`config.mk`:
```
export PLATFORM = sky130hd
export DESIGN_NAME = frame_rate_meter_hysteresis_unit_flat
export DESIGN_NICKNAME = d
export VERILOG_FILES = /design/src/sv/frmh_pkg.sv /design/src/sv/frmh_in_if.sv /design/src/sv/frmh_out_if.sv /design/src/sv/frmh_cfg_if.sv /design/src/sv/frmh_window.sv /design/src/sv/frmh_div.sv /design/src/sv/frame_rate_meter_hysteresis_unit.sv /design/src/flat_wrapper.sv
export SDC_FILE = /design/constraint.sdc
export NUM_CORES = 2
export LEC_CHECK = 0
export BUFFER_PORTS_ARGS = -buffer_cell sky130_fd_sc_hd__buf_2
export CAP_MARGIN = 25
export CORE_AREA = 2 2 400 402
export DETAILED_ROUTE_END_ITERATION = 7
export DIE_AREA = 0 0 402 404
export PLACE_DENSITY = 0.66
export SLEW_MARGIN = 15
export SYNTH_ARGS = -nofsm -noshare
export SYNTH_HDL_FRONTEND = slang
export SYNTH_HIERARCHICAL = 1
export SYNTH_SLANG_ARGS = --single-unit
```
`constraint.sdc`:
```
create_clock -name clk -period 7.6 [get_ports clk]
set_clock_uncertainty 0.1 [all_clocks]
set_input_delay 1.14 -clock clk [delete_from_list [all_inputs] [get_ports clk]]
set_output_delay 1.14 -clock clk [all_outputs]
set_load 0.005 [all_outputs]
```
`src/sv/frmh_pkg.sv`:
```
package frmh_pkg;

	// Number of frame durations held in the averaging ring (4 to 64).
	localparam int unsigned WINDOW_LEN = 64;

	// Field and state widths.
	localparam int unsigned TIME_W = 20;
	localparam int unsigned SUM_W  = 26;
	localparam int unsigned RATE_W = 16;
	localparam int unsigned RUN_W  = 8;
	localparam int unsigned SLOT_W = $clog2(WINDOW_LEN);

	// Dividend of the rate division: WINDOW_LEN frames over one second in microseconds.
	localparam longint unsigned NUMER    = longint'(WINDOW_LEN) * 64'd1000000;
	localparam int unsigned     NUM_W    = $clog2(NUMER + 1);
	localparam logic [NUM_W-1:0] NUMER_V = NUM_W'(NUMER);
	localparam int unsigned     DIV_CNT_W = $clog2(NUM_W);

	// Smallest divisor, hysteresis step and run counter limits.
	localparam logic [SUM_W-1:0]  MIN_SUM   = SUM_W'(1000);
	localparam logic [RATE_W-1:0] STEP_THR  = RATE_W'(3);
	localparam logic [RUN_W-1:0]  RUN_MAX   = RUN_W'(255);
	localparam logic [RUN_W-1:0]  RUN_LIMIT = RUN_W'(WINDOW_LEN / 4);

	// Sequencer states of the top level.
	typedef enum logic [1:0] {
		ST_IDLE,
		ST_WIN,
		ST_DIV,
		ST_DONE
	} frmh_state_t;

endpackage

```
`src/sv/frmh_in_if.sv`:
```
interface frmh_in_if;
	logic                            valid;
	logic                            ready;
	logic [frmh_pkg::TIME_W-1:0]     frame_time_us;

	modport source (output valid, output frame_time_us, input ready);
	modport sink   (input valid, input frame_time_us, output ready);
endinterface

```
`src/sv/frmh_out_if.sv`:
```
interface frmh_out_if;
	logic                            valid;
	logic                            ready;
	logic [frmh_pkg::RATE_W-1:0]     displayed_rate;
	logic [frmh_pkg::RATE_W-1:0]     average_rate;
	logic                            show;

	modport source (output valid, output displayed_rate, output average_rate, output show,
		input ready);
	modport sink   (input valid, input displayed_rate, input average_rate, input show,
		output ready);
endinterface

```
`src/sv/frmh_cfg_if.sv`:
```
interface frmh_cfg_if;
	logic valid;
	logic ready;
	logic display_enable;

	modport source (output valid, output display_enable, input ready);
	modport sink   (input valid, input display_enable, output ready);
endinterface

```
`src/sv/frmh_window.sv`:
```
module frmh_window (
	input  logic                        clk,
	input  logic                        arst_n,
	input  logic                        upd,
	input  logic [frmh_pkg::TIME_W-1:0] t_in,
	output logic                        done,
	output logic [frmh_pkg::SUM_W-1:0]  sum
);

	logic [frmh_pkg::TIME_W-1:0]     mem_q [frmh_pkg::WINDOW_LEN];
	logic [frmh_pkg::WINDOW_LEN-1:0] vld_q;
	logic [frmh_pkg::SLOT_W-1:0]     slot_q;
	logic [frmh_pkg::SUM_W-1:0]      sum_q;
	logic                            upd_s1;
	logic                            upd_s2;
	logic                            done_q;
	logic [frmh_pkg::TIME_W-1:0]     old_s1;
	logic                            old_vld_s1;
	logic [frmh_pkg::TIME_W-1:0]     t_s1;
	logic [frmh_pkg::TIME_W-1:0]     t_s2;
	logic [frmh_pkg::TIME_W-1:0]     old_val;

	// Ring storage: the old entry is read in the same cycle as the new one is written.
	always_ff @(posedge clk) begin
		if (upd) begin
			old_s1         <= mem_q[slot_q];
			mem_q[slot_q]  <= t_in;
		end
	end

	// Payload of the update stages.
	always_ff @(posedge clk) begin
		t_s1 <= t_in;
		t_s2 <= t_s1;
	end

	// An entry never written since reset reads as zero.
	assign old_val = old_vld_s1 ? old_s1 : '0;

	// Valid bits, slot pointer, stage flags and the running sum.
	always_ff @(posedge clk or negedge arst_n) begin
		if (!arst_n) begin
			vld_q      <= '0;
			slot_q     <= '0;
			sum_q      <= '0;
			upd_s1     <= 1'b0;
			upd_s2     <= 1'b0;
			done_q     <= 1'b0;
			old_vld_s1 <= 1'b0;
		end else begin
			upd_s1 <= upd;
			upd_s2 <= upd_s1;
			done_q <= upd_s2;
			if (upd) begin
				old_vld_s1     <= vld_q[slot_q];
				vld_q[slot_q]  <= 1'b1;
				if (slot_q == frmh_pkg::SLOT_W'(frmh_pkg::WINDOW_LEN - 1)) begin
					slot_q <= '0;
				end else begin
					slot_q <= slot_q + 1'b1;
				end
			end
			// The leaving duration is taken off first, the arriving one added next.
			if (upd_s1) begin
				sum_q <= sum_q - {{(frmh_pkg::SUM_W - frmh_pkg::TIME_W){1'b0}}, old_val};
			end
			if (upd_s2) begin
				sum_q <= sum_q + {{(frmh_pkg::SUM_W - frmh_pkg::TIME_W){1'b0}}, t_s2};
			end
		end
	end

	assign done = done_q;
	assign sum  = sum_q;

	// A new update never overlaps one still in flight.
	a_no_overlap: assert property (@(posedge clk) disable iff (!arst_n)
		upd |-> !(upd_s1 || upd_s2 || done_q))
		else $error("window update started while another was in flight");

endmodule

```
`src/sv/frmh_div.sv`:
```
module frmh_div (
	input  logic                        clk,
	input  logic                        arst_n,
	input  logic                        start,
	input  logic [frmh_pkg::SUM_W-1:0]  divisor,
	output logic                        done,
	output logic [frmh_pkg::RATE_W-1:0] quotient
);

	logic [frmh_pkg::SUM_W-1:0]     div_q;
	logic [frmh_pkg::SUM_W-1:0]     rem_q;
	logic [frmh_pkg::NUM_W-1:0]     nq_q;
	logic [frmh_pkg::DIV_CNT_W-1:0] cnt_q;
	logic                           busy_q;
	logic                           done_q;
	logic [frmh_pkg::SUM_W:0]       shifted;
	logic [frmh_pkg::SUM_W+1:0]     trial;
	logic                           qbit;
	logic [frmh_pkg::SUM_W-1:0]     rem_next;

	// One restoring step: bring down the next dividend bit and try the subtraction.
	always_comb begin
		shifted  = {rem_q, nq_q[frmh_pkg::NUM_W-1]};
		trial    = {1'b0, shifted} - {2'b00, div_q};
		qbit     = !trial[frmh_pkg::SUM_W+1];
		rem_next = qbit ? trial[frmh_pkg::SUM_W-1:0] : shifted[frmh_pkg::SUM_W-1:0];
	end

	// Dividend bits shift out at the top while quotient bits shift in at the bottom.
	always_ff @(posedge clk) begin
		if (start) begin
			div_q <= divisor;
			rem_q <= '0;
			nq_q  <= frmh_pkg::NUMER_V;
		end else if (busy_q) begin
			rem_q <= rem_next;
			nq_q  <= {nq_q[frmh_pkg::NUM_W-2:0], qbit};
		end
	end

	// Step counter and completion flag.
	always_ff @(posedge clk or negedge arst_n) begin
		if (!arst_n) begin
			cnt_q  <= '0;
			busy_q <= 1'b0;
			done_q <= 1'b0;
		end else begin
			done_q <= 1'b0;
			if (start) begin
				cnt_q  <= '0;
				busy_q <= 1'b1;
			end else if (busy_q) begin
				cnt_q <= cnt_q + 1'b1;
				if (cnt_q == frmh_pkg::DIV_CNT_W'(frmh_pkg::NUM_W - 1)) begin
					busy_q <= 1'b0;
					done_q <= 1'b1;
				end
			end
		end
	end

	assign done     = done_q;
	assign quotient = nq_q[frmh_pkg::RATE_W-1:0];

	// A division is only started when the unit is free.
	a_start_idle: assert property (@(posedge clk) disable iff (!arst_n)
		start |-> !busy_q)
		else $error("division started while busy");

	// With the divisor clamped, the quotient always fits the rate width.
	a_quo_fits: assert property (@(posedge clk) disable iff (!arst_n)
		done_q |-> (nq_q[frmh_pkg::NUM_W-1:frmh_pkg::RATE_W] == '0))
		else $error("quotient exceeds rate width");

endmodule

```
`src/sv/frame_rate_meter_hysteresis_unit.sv`:
```
// Each item passes in order through the ring and sum update, the divider start, the
// bit-serial division (one dividend bit per cycle, 26 dividend bits), the hand-over and
// the output load. A new item is taken only once the previous one has been loaded.
// A result waiting in the output register does not stop the next item being taken, but
// that item's result then waits in ST_DONE and no further item is taken until it is free.
// Reset (arst_n low, asynchronous) empties the ring, clears sum, run count and rates,
// and turns display_enable off; the block is ready at once after reset.
module frame_rate_meter_hysteresis_unit (
	input  logic       clk,
	input  logic       arst_n,
	frmh_in_if.sink    frame_in,
	frmh_out_if.source rate_out,
	frmh_cfg_if.sink   cfg
);

	frmh_pkg::frmh_state_t         state_q;
	frmh_pkg::frmh_state_t         state_next;
	logic                          disp_en_q;
	logic [frmh_pkg::RATE_W-1:0]   prev_avg_q;
	logic [frmh_pkg::RUN_W-1:0]    run_q;
	logic [frmh_pkg::RATE_W-1:0]   shown_q;
	logic                          out_valid_q;
	logic [frmh_pkg::RATE_W-1:0]   out_disp_q;
	logic [frmh_pkg::RATE_W-1:0]   out_avg_q;
	logic                          out_show_q;

	logic                          win_upd;
	logic                          win_done;
	logic [frmh_pkg::SUM_W-1:0]    win_sum;
	logic                          div_start;
	logic                          div_done;
	logic [frmh_pkg::SUM_W-1:0]    div_in;
	logic [frmh_pkg::RATE_W-1:0]   avg;
	logic                          out_load;
	logic [frmh_pkg::RUN_W-1:0]    run_next;
	logic [frmh_pkg::RATE_W-1:0]   gap;
	logic                          take_avg;
	logic [frmh_pkg::RATE_W-1:0]   shown_next;

	frmh_window u_window (
		.clk    (clk),
		.arst_n (arst_n),
		.upd    (win_upd),
		.t_in   (frame_in.frame_time_us),
		.done   (win_done),
		.sum    (win_sum)
	);

	// Short sums are raised to the floor, which also keeps the divisor non-zero.
	assign div_in = (win_sum < frmh_pkg::MIN_SUM) ? frmh_pkg::MIN_SUM : win_sum;

	frmh_div u_div (
		.clk      (clk),
		.arst_n   (arst_n),
		.start    (div_start),
		.divisor  (div_in),
		.done     (div_done),
		.quotient (avg)
	);

	// Sequencer: next state and the strobes to the units.
	always_comb begin
		state_next     = state_q;
		win_upd        = 1'b0;
		div_start      = 1'b0;
		out_load       = 1'b0;
		frame_in.ready = 1'b0;
		unique case (state_q)
			frmh_pkg::ST_IDLE: begin
				frame_in.ready = 1'b1;
				if (frame_in.valid) begin
					win_upd    = 1'b1;
					state_next = frmh_pkg::ST_WIN;
				end
			end
			frmh_pkg::ST_WIN: begin
				if (win_done) begin
					div_start  = 1'b1;
					state_next = frmh_pkg::ST_DIV;
				end
			end
			frmh_pkg::ST_DIV: begin
				if (div_done) begin
					state_next = frmh_pkg::ST_DONE;
				end
			end
			frmh_pkg::ST_DONE: begin
				if (!out_valid_q || rate_out.ready) begin
					out_load   = 1'b1;
					state_next = frmh_pkg::ST_IDLE;
				end
			end
			default: begin
				state_next = frmh_pkg::ST_IDLE;
			end
		endcase
	end

	// Hysteresis: follow the average on a large step or after a long steady run.
	always_comb begin
		if (avg == prev_avg_q) begin
			run_next = (run_q == frmh_pkg::RUN_MAX) ? run_q : run_q + 1'b1;
		end else begin
			run_next = '0;
		end
		gap        = (avg >= shown_q) ? avg - shown_q : shown_q - avg;
		take_avg   = (gap >= frmh_pkg::STEP_THR) || (run_next >= frmh_pkg::RUN_LIMIT);
		shown_next = take_avg ? avg : shown_q;
	end

	// State register.
	always_ff @(posedge clk or negedge arst_n) begin
		if (!arst_n) begin
			state_q <= frmh_pkg::ST_IDLE;
		end else begin
			state_q <= state_next;
		end
	end

	// Configuration register, rate history and output valid.
	always_ff @(posedge clk or negedge arst_n) begin
		if (!arst_n) begin
			disp_en_q   <= 1'b0;
			prev_avg_q  <= '0;
			run_q       <= '0;
			shown_q     <= '0;
			out_valid_q <= 1'b0;
		end else begin
			if (cfg.valid) begin
				disp_en_q <= cfg.display_enable;
			end
			if (out_load) begin
				prev_avg_q <= avg;
				run_q      <= run_next;
				shown_q    <= shown_next;
			end
			if (out_load) begin
				out_valid_q <= 1'b1;
			end else if (rate_out.ready) begin
				out_valid_q <= 1'b0;
			end
		end
	end

	// Output item register.
	always_ff @(posedge clk) begin
		if (out_load) begin
			out_disp_q <= shown_next;
			out_avg_q  <= avg;
			out_show_q <= disp_en_q;
		end
	end

	assign cfg.ready               = 1'b1;
	assign rate_out.valid          = out_valid_q;
	assign rate_out.displayed_rate = out_disp_q;
	assign rate_out.average_rate   = out_avg_q;
	assign rate_out.show           = out_show_q;

	// The units only report completion in the state that waits for them.
	a_win_state: assert property (@(posedge clk) disable iff (!arst_n)
		win_done |-> (state_q == frmh_pkg::ST_WIN))
		else $error("window finished outside its wait state");

	a_div_state: assert property (@(posedge clk) disable iff (!arst_n)
		div_done |-> (state_q == frmh_pkg::ST_DIV))
		else $error("divider finished outside its wait state");

endmodule

```
`src/flat_wrapper.sv`:
```
// flat-port wrapper written by rule: the top's interface ports become plain ports
module frame_rate_meter_hysteresis_unit_flat 
  (clk, arst_n, frame_in_valid, frame_in_frame_time_us, frame_in_ready, rate_out_valid, rate_out_displayed_rate, rate_out_average_rate, rate_out_show, rate_out_ready, cfg_valid, cfg_display_enable, cfg_ready);
  frmh_in_if frame_in_i ();
  frmh_out_if rate_out_i ();
  frmh_cfg_if cfg_i ();
  input  logic clk;
  input  logic arst_n;
  input wire logic [$bits(frame_in_i.valid)-1:0] frame_in_valid;
  input wire logic [$bits(frame_in_i.frame_time_us)-1:0] frame_in_frame_time_us;
  output wire logic [$bits(frame_in_i.ready)-1:0] frame_in_ready;
  output wire logic [$bits(rate_out_i.valid)-1:0] rate_out_valid;
  output wire logic [$bits(rate_out_i.displayed_rate)-1:0] rate_out_displayed_rate;
  output wire logic [$bits(rate_out_i.average_rate)-1:0] rate_out_average_rate;
  output wire logic [$bits(rate_out_i.show)-1:0] rate_out_show;
  input wire logic [$bits(rate_out_i.ready)-1:0] rate_out_ready;
  input wire logic [$bits(cfg_i.valid)-1:0] cfg_valid;
  input wire logic [$bits(cfg_i.display_enable)-1:0] cfg_display_enable;
  output wire logic [$bits(cfg_i.ready)-1:0] cfg_ready;
  assign frame_in_i.valid = frame_in_valid;
  assign frame_in_i.frame_time_us = frame_in_frame_time_us;
  assign frame_in_ready = frame_in_i.ready;
  assign rate_out_valid = rate_out_i.valid;
  assign rate_out_displayed_rate = rate_out_i.displayed_rate;
  assign rate_out_average_rate = rate_out_i.average_rate;
  assign rate_out_show = rate_out_i.show;
  assign rate_out_i.ready = rate_out_ready;
  assign cfg_i.valid = cfg_valid;
  assign cfg_i.display_enable = cfg_display_enable;
  assign cfg_ready = cfg_i.ready;
  frame_rate_meter_hysteresis_unit u_core (.clk(clk), .arst_n(arst_n), .frame_in(frame_in_i), .rate_out(rate_out_i), .cfg(cfg_i));
endmodule
```
==> impl_metrics.toml <==
[placed_design]
dp_hpwl_mm = 109.8
gp_congestion = 0.9706
place_inst = 6266
io_buffers = 60

[logic_synthesis]
async_flop_share = 0.09426
synthesis.area_um2 = 65980
synth_area_leader_cell = "edfxtp_1"
ys_ff_latch = 1602
synth_area_leaders = "edfxtp_1 (62%), dfrtp_1 (5.7%), mux4_2 (3.3%), mux2i_1 (2.9%), dfxtp_1 (2.8%)"
synth_edf_count = 1359
syn_avg_cell_area_um2 = 15.41
synthFlopType = "edfxtp_1"
synthCells = 4282
yosysMostFrequentCell = "edfxtp_1"
ys_types = 106
yosys_warnings = 6
netlist.area_leader.share = 0.6185
yosysSeqAreaShare = 0.7037
ys_top_cells_by_count = "edfxtp_1 (1359), nor2_1 (281), a21oi_1 (203)"
synth_nets = 4404

[floorplan]
fp-row-count = 146
core_area_um2 = 157800
fp.dieW_um = 402
start_util = 0.4180
ios = 62
die_y_um = 404
die_area_um2 = 162400

[sta]
setup_viol = 0
drv_slew = 0
max_freq_ghz = 0.1975
timing.hold.ws_ns = 0.2068
min_period_over_period = 0.6662
finalHoldViolCount = 0
finalCriticalPeriod_ns = 5.063
grt_setup_unrepaired = "false"
setup_tns_ns = 0
tightest_slew_ns = 1.100
slew_headroom = 0.2647

[finish]
fin_cells = 6562
nets = 4478
fin_util = 0.4699
seqCellArea_um2 = 46440
layout-area-overhead-vs-synth_pct = 12.40
n_fill_cell = 13460
drive_gt1_frac = 0.1851
multi_input_area_um2 = 18270

[clocking]
clockBufferDepth = 3
clock_sinks = 1602
post-cts-setup-buffers = 0
cts_hold_buf = 0
cts.htree.levels = 4
cts_inserted_buffers = 157
post_cts_resize_count = 0
cts_tree = "built"
root_buffer = "clkbuf_16"
insertion_delay_ns = 0.82
clk_pin_slew_worst_paths_ns = 0.06

[run_status]
status = "finished, final reports clean"

[route]
wl_per_cell_um = 28.46
routed_wirelength_mm = 186.8
drt-initial-drc-count = 5321
drtPass1Iterations = 6
routed_via_density = 6.110
via_count = 40090
route.detailed.drc = 0
wl_met1_mm = 72.28
ant_nets = 0
wl_met3_mm = 21.85
met2_length_mm = 84.27
top_layer = "met5"

[setup_path]
required_ns = 7.94
end_kind = "register"
critPathKind = "register to register"
critical_path.max_fanout = 83
arrival_ns = 5.41
critPathLaunchType = "register"

[global_routing]
grtUsageTotal = 0.2271
grt_pass1_wl_mm = 271.4
antenna_found_initial = 9
grt.overflow.total = 0
first_global_vias = 38670
grt_max_degree = 107

[worst_hold_path]
worst_hold_path_type = "register to register"

[power_and_ir_drop]
power_density_nw_per_um2 = 235.7
p_leak_nw = 25.10
power.total_mw = 17.48
irDropWorstVdd_v = 0.0002553

[flow_run]
drv_cap = 0
==> per-layer routing <==
metal	track usage	up-vias
li1	-	16990
met1	0.3082	20180
met2	0.3464	2467
met3	0.05821	442
met4	0.09873	8
met5	0	-
==> registers in the layout, summed over array words and instances, names as in the netlist, 2 cells and up <==
register                        cells
u_core/u_window/t_s2               20
u_core/u_window/sum                26
u_core/u_div/rem_q                 26
u_core/u_div/div_q                 26
u_core/rate_out.displayed_rate     16
u_core/prev_avg_q                  16
u_core/u_window/old_s1             20
u_core/u_window/mem_q            1280
u_core/u_div/cnt_q                  5
u_core/state_q                      2
u_core/u_div/nq_q                  26
u_core/u_window/slot_q              6
u_core/shown_q                     16
u_core/u_window/vld_q              64
u_core/rate_out.average_rate       16
u_core/run_q                        8
u_core/u_window/t_s1               20
==> path summary, 6_finish.rpt <==
path                       depth (start not counted)  slack (ns)                 startpoint                          to
setup / recovery                                  10        2.54  u_core/u_window/slot_q[1]  u_core/u_window/old_s1[19]
hold / removal                                     0        0.21   u_core/u_window/t_s1[10]    u_core/u_window/t_s2[10]
setup reg to reg                                  10        2.54  u_core/u_window/slot_q[1]  u_core/u_window/old_s1[19]
hold reg to reg                                    0        0.21   u_core/u_window/t_s1[10]    u_core/u_window/t_s2[10]
max in group asynchronous                          2        5.81                     arst_n   u_core/u_window/slot_q[2]
min in group asynchronous                          1        0.26                     arst_n     u_core/u_window/sum[25]
==> cells in the final DEF (no fill, tap or decap), types with 117 or more instances in the layout <==
cell type     n
buf_4       117
a221oi_1    168
nor2_1      199
clkbuf_16   158
a22oi_1     129
mux2i_1     193
edfxtp_1   1359
dfrtp_1     147
a21oi_1     203
o21ai_0     162
nand2_1     176
==> kinds of logic after synthesis <==
| logic type | count (synthesis) | share of synthesized area |
|---|---|---|
| xor gates and xnor gates | 89 | 0.01181 |
| adders and majority gates | 96 | 0.01866 |
| buffers and inverters | 367 | 0.02568 |
| muxes | 389 | 0.07946 |
| DFF | 1602 | 0.7037 |
| other | 1 | 0.00005684 |
| and+or+nand+nor | 752 | 0.05458 |
| AOI/OAI and AO/OA | 986 | 0.1061 |
==> cell type report <==
| class | count | area share |
|---|---|---|
| repair buffers | 185 | 0.01820 |
| clock inverters | 88 | 0.01286 |
| diodes | 1 | 0.00003374 |
| flip-flops and latches | 1602 | 0.6263 |
| well taps | 2072 | 0.03496 |
| multi-input cells | 2313 | 0.2463 |
| clock buffers | 204 | 0.05645 |
| inverters | 97 | 0.004910 |
==> critical path: stages, from the launching register on <==
cell	delay (ns)
dfrtp_4	0.91
buf_12	0.56
buf_4	0.44
nor2_4	0.06
buf_4	0.32
a221oi_1	0.39
a21oi_1	0.11
o21ai_0	0.31
o21ai_0	0.27
nor3_1	0.75
o211ai_1	0.31
==> stage by stage <==
step | setup WS [ns] | cell area [um^2]
5_1_grt | 2.599 | 74160
3_3_place_gp | 3.024 | 68930
4_1_cts | 2.858 | 74100
3_5_place_dp | 2.934 | 68960
2_1_floorplan | 3.497 | 65980
6_report | 2.537 | 74160
==> power by group <==
group	internal, mW	total, mW	leakage (nW)	switching (mW)
logic	0.0128	0.176	7.56	0.164
clock network	4.28	7.76	2.50	3.48
registers	9.53	9.54	15.0	0.00327
Power figures use the tool's default switching activity.
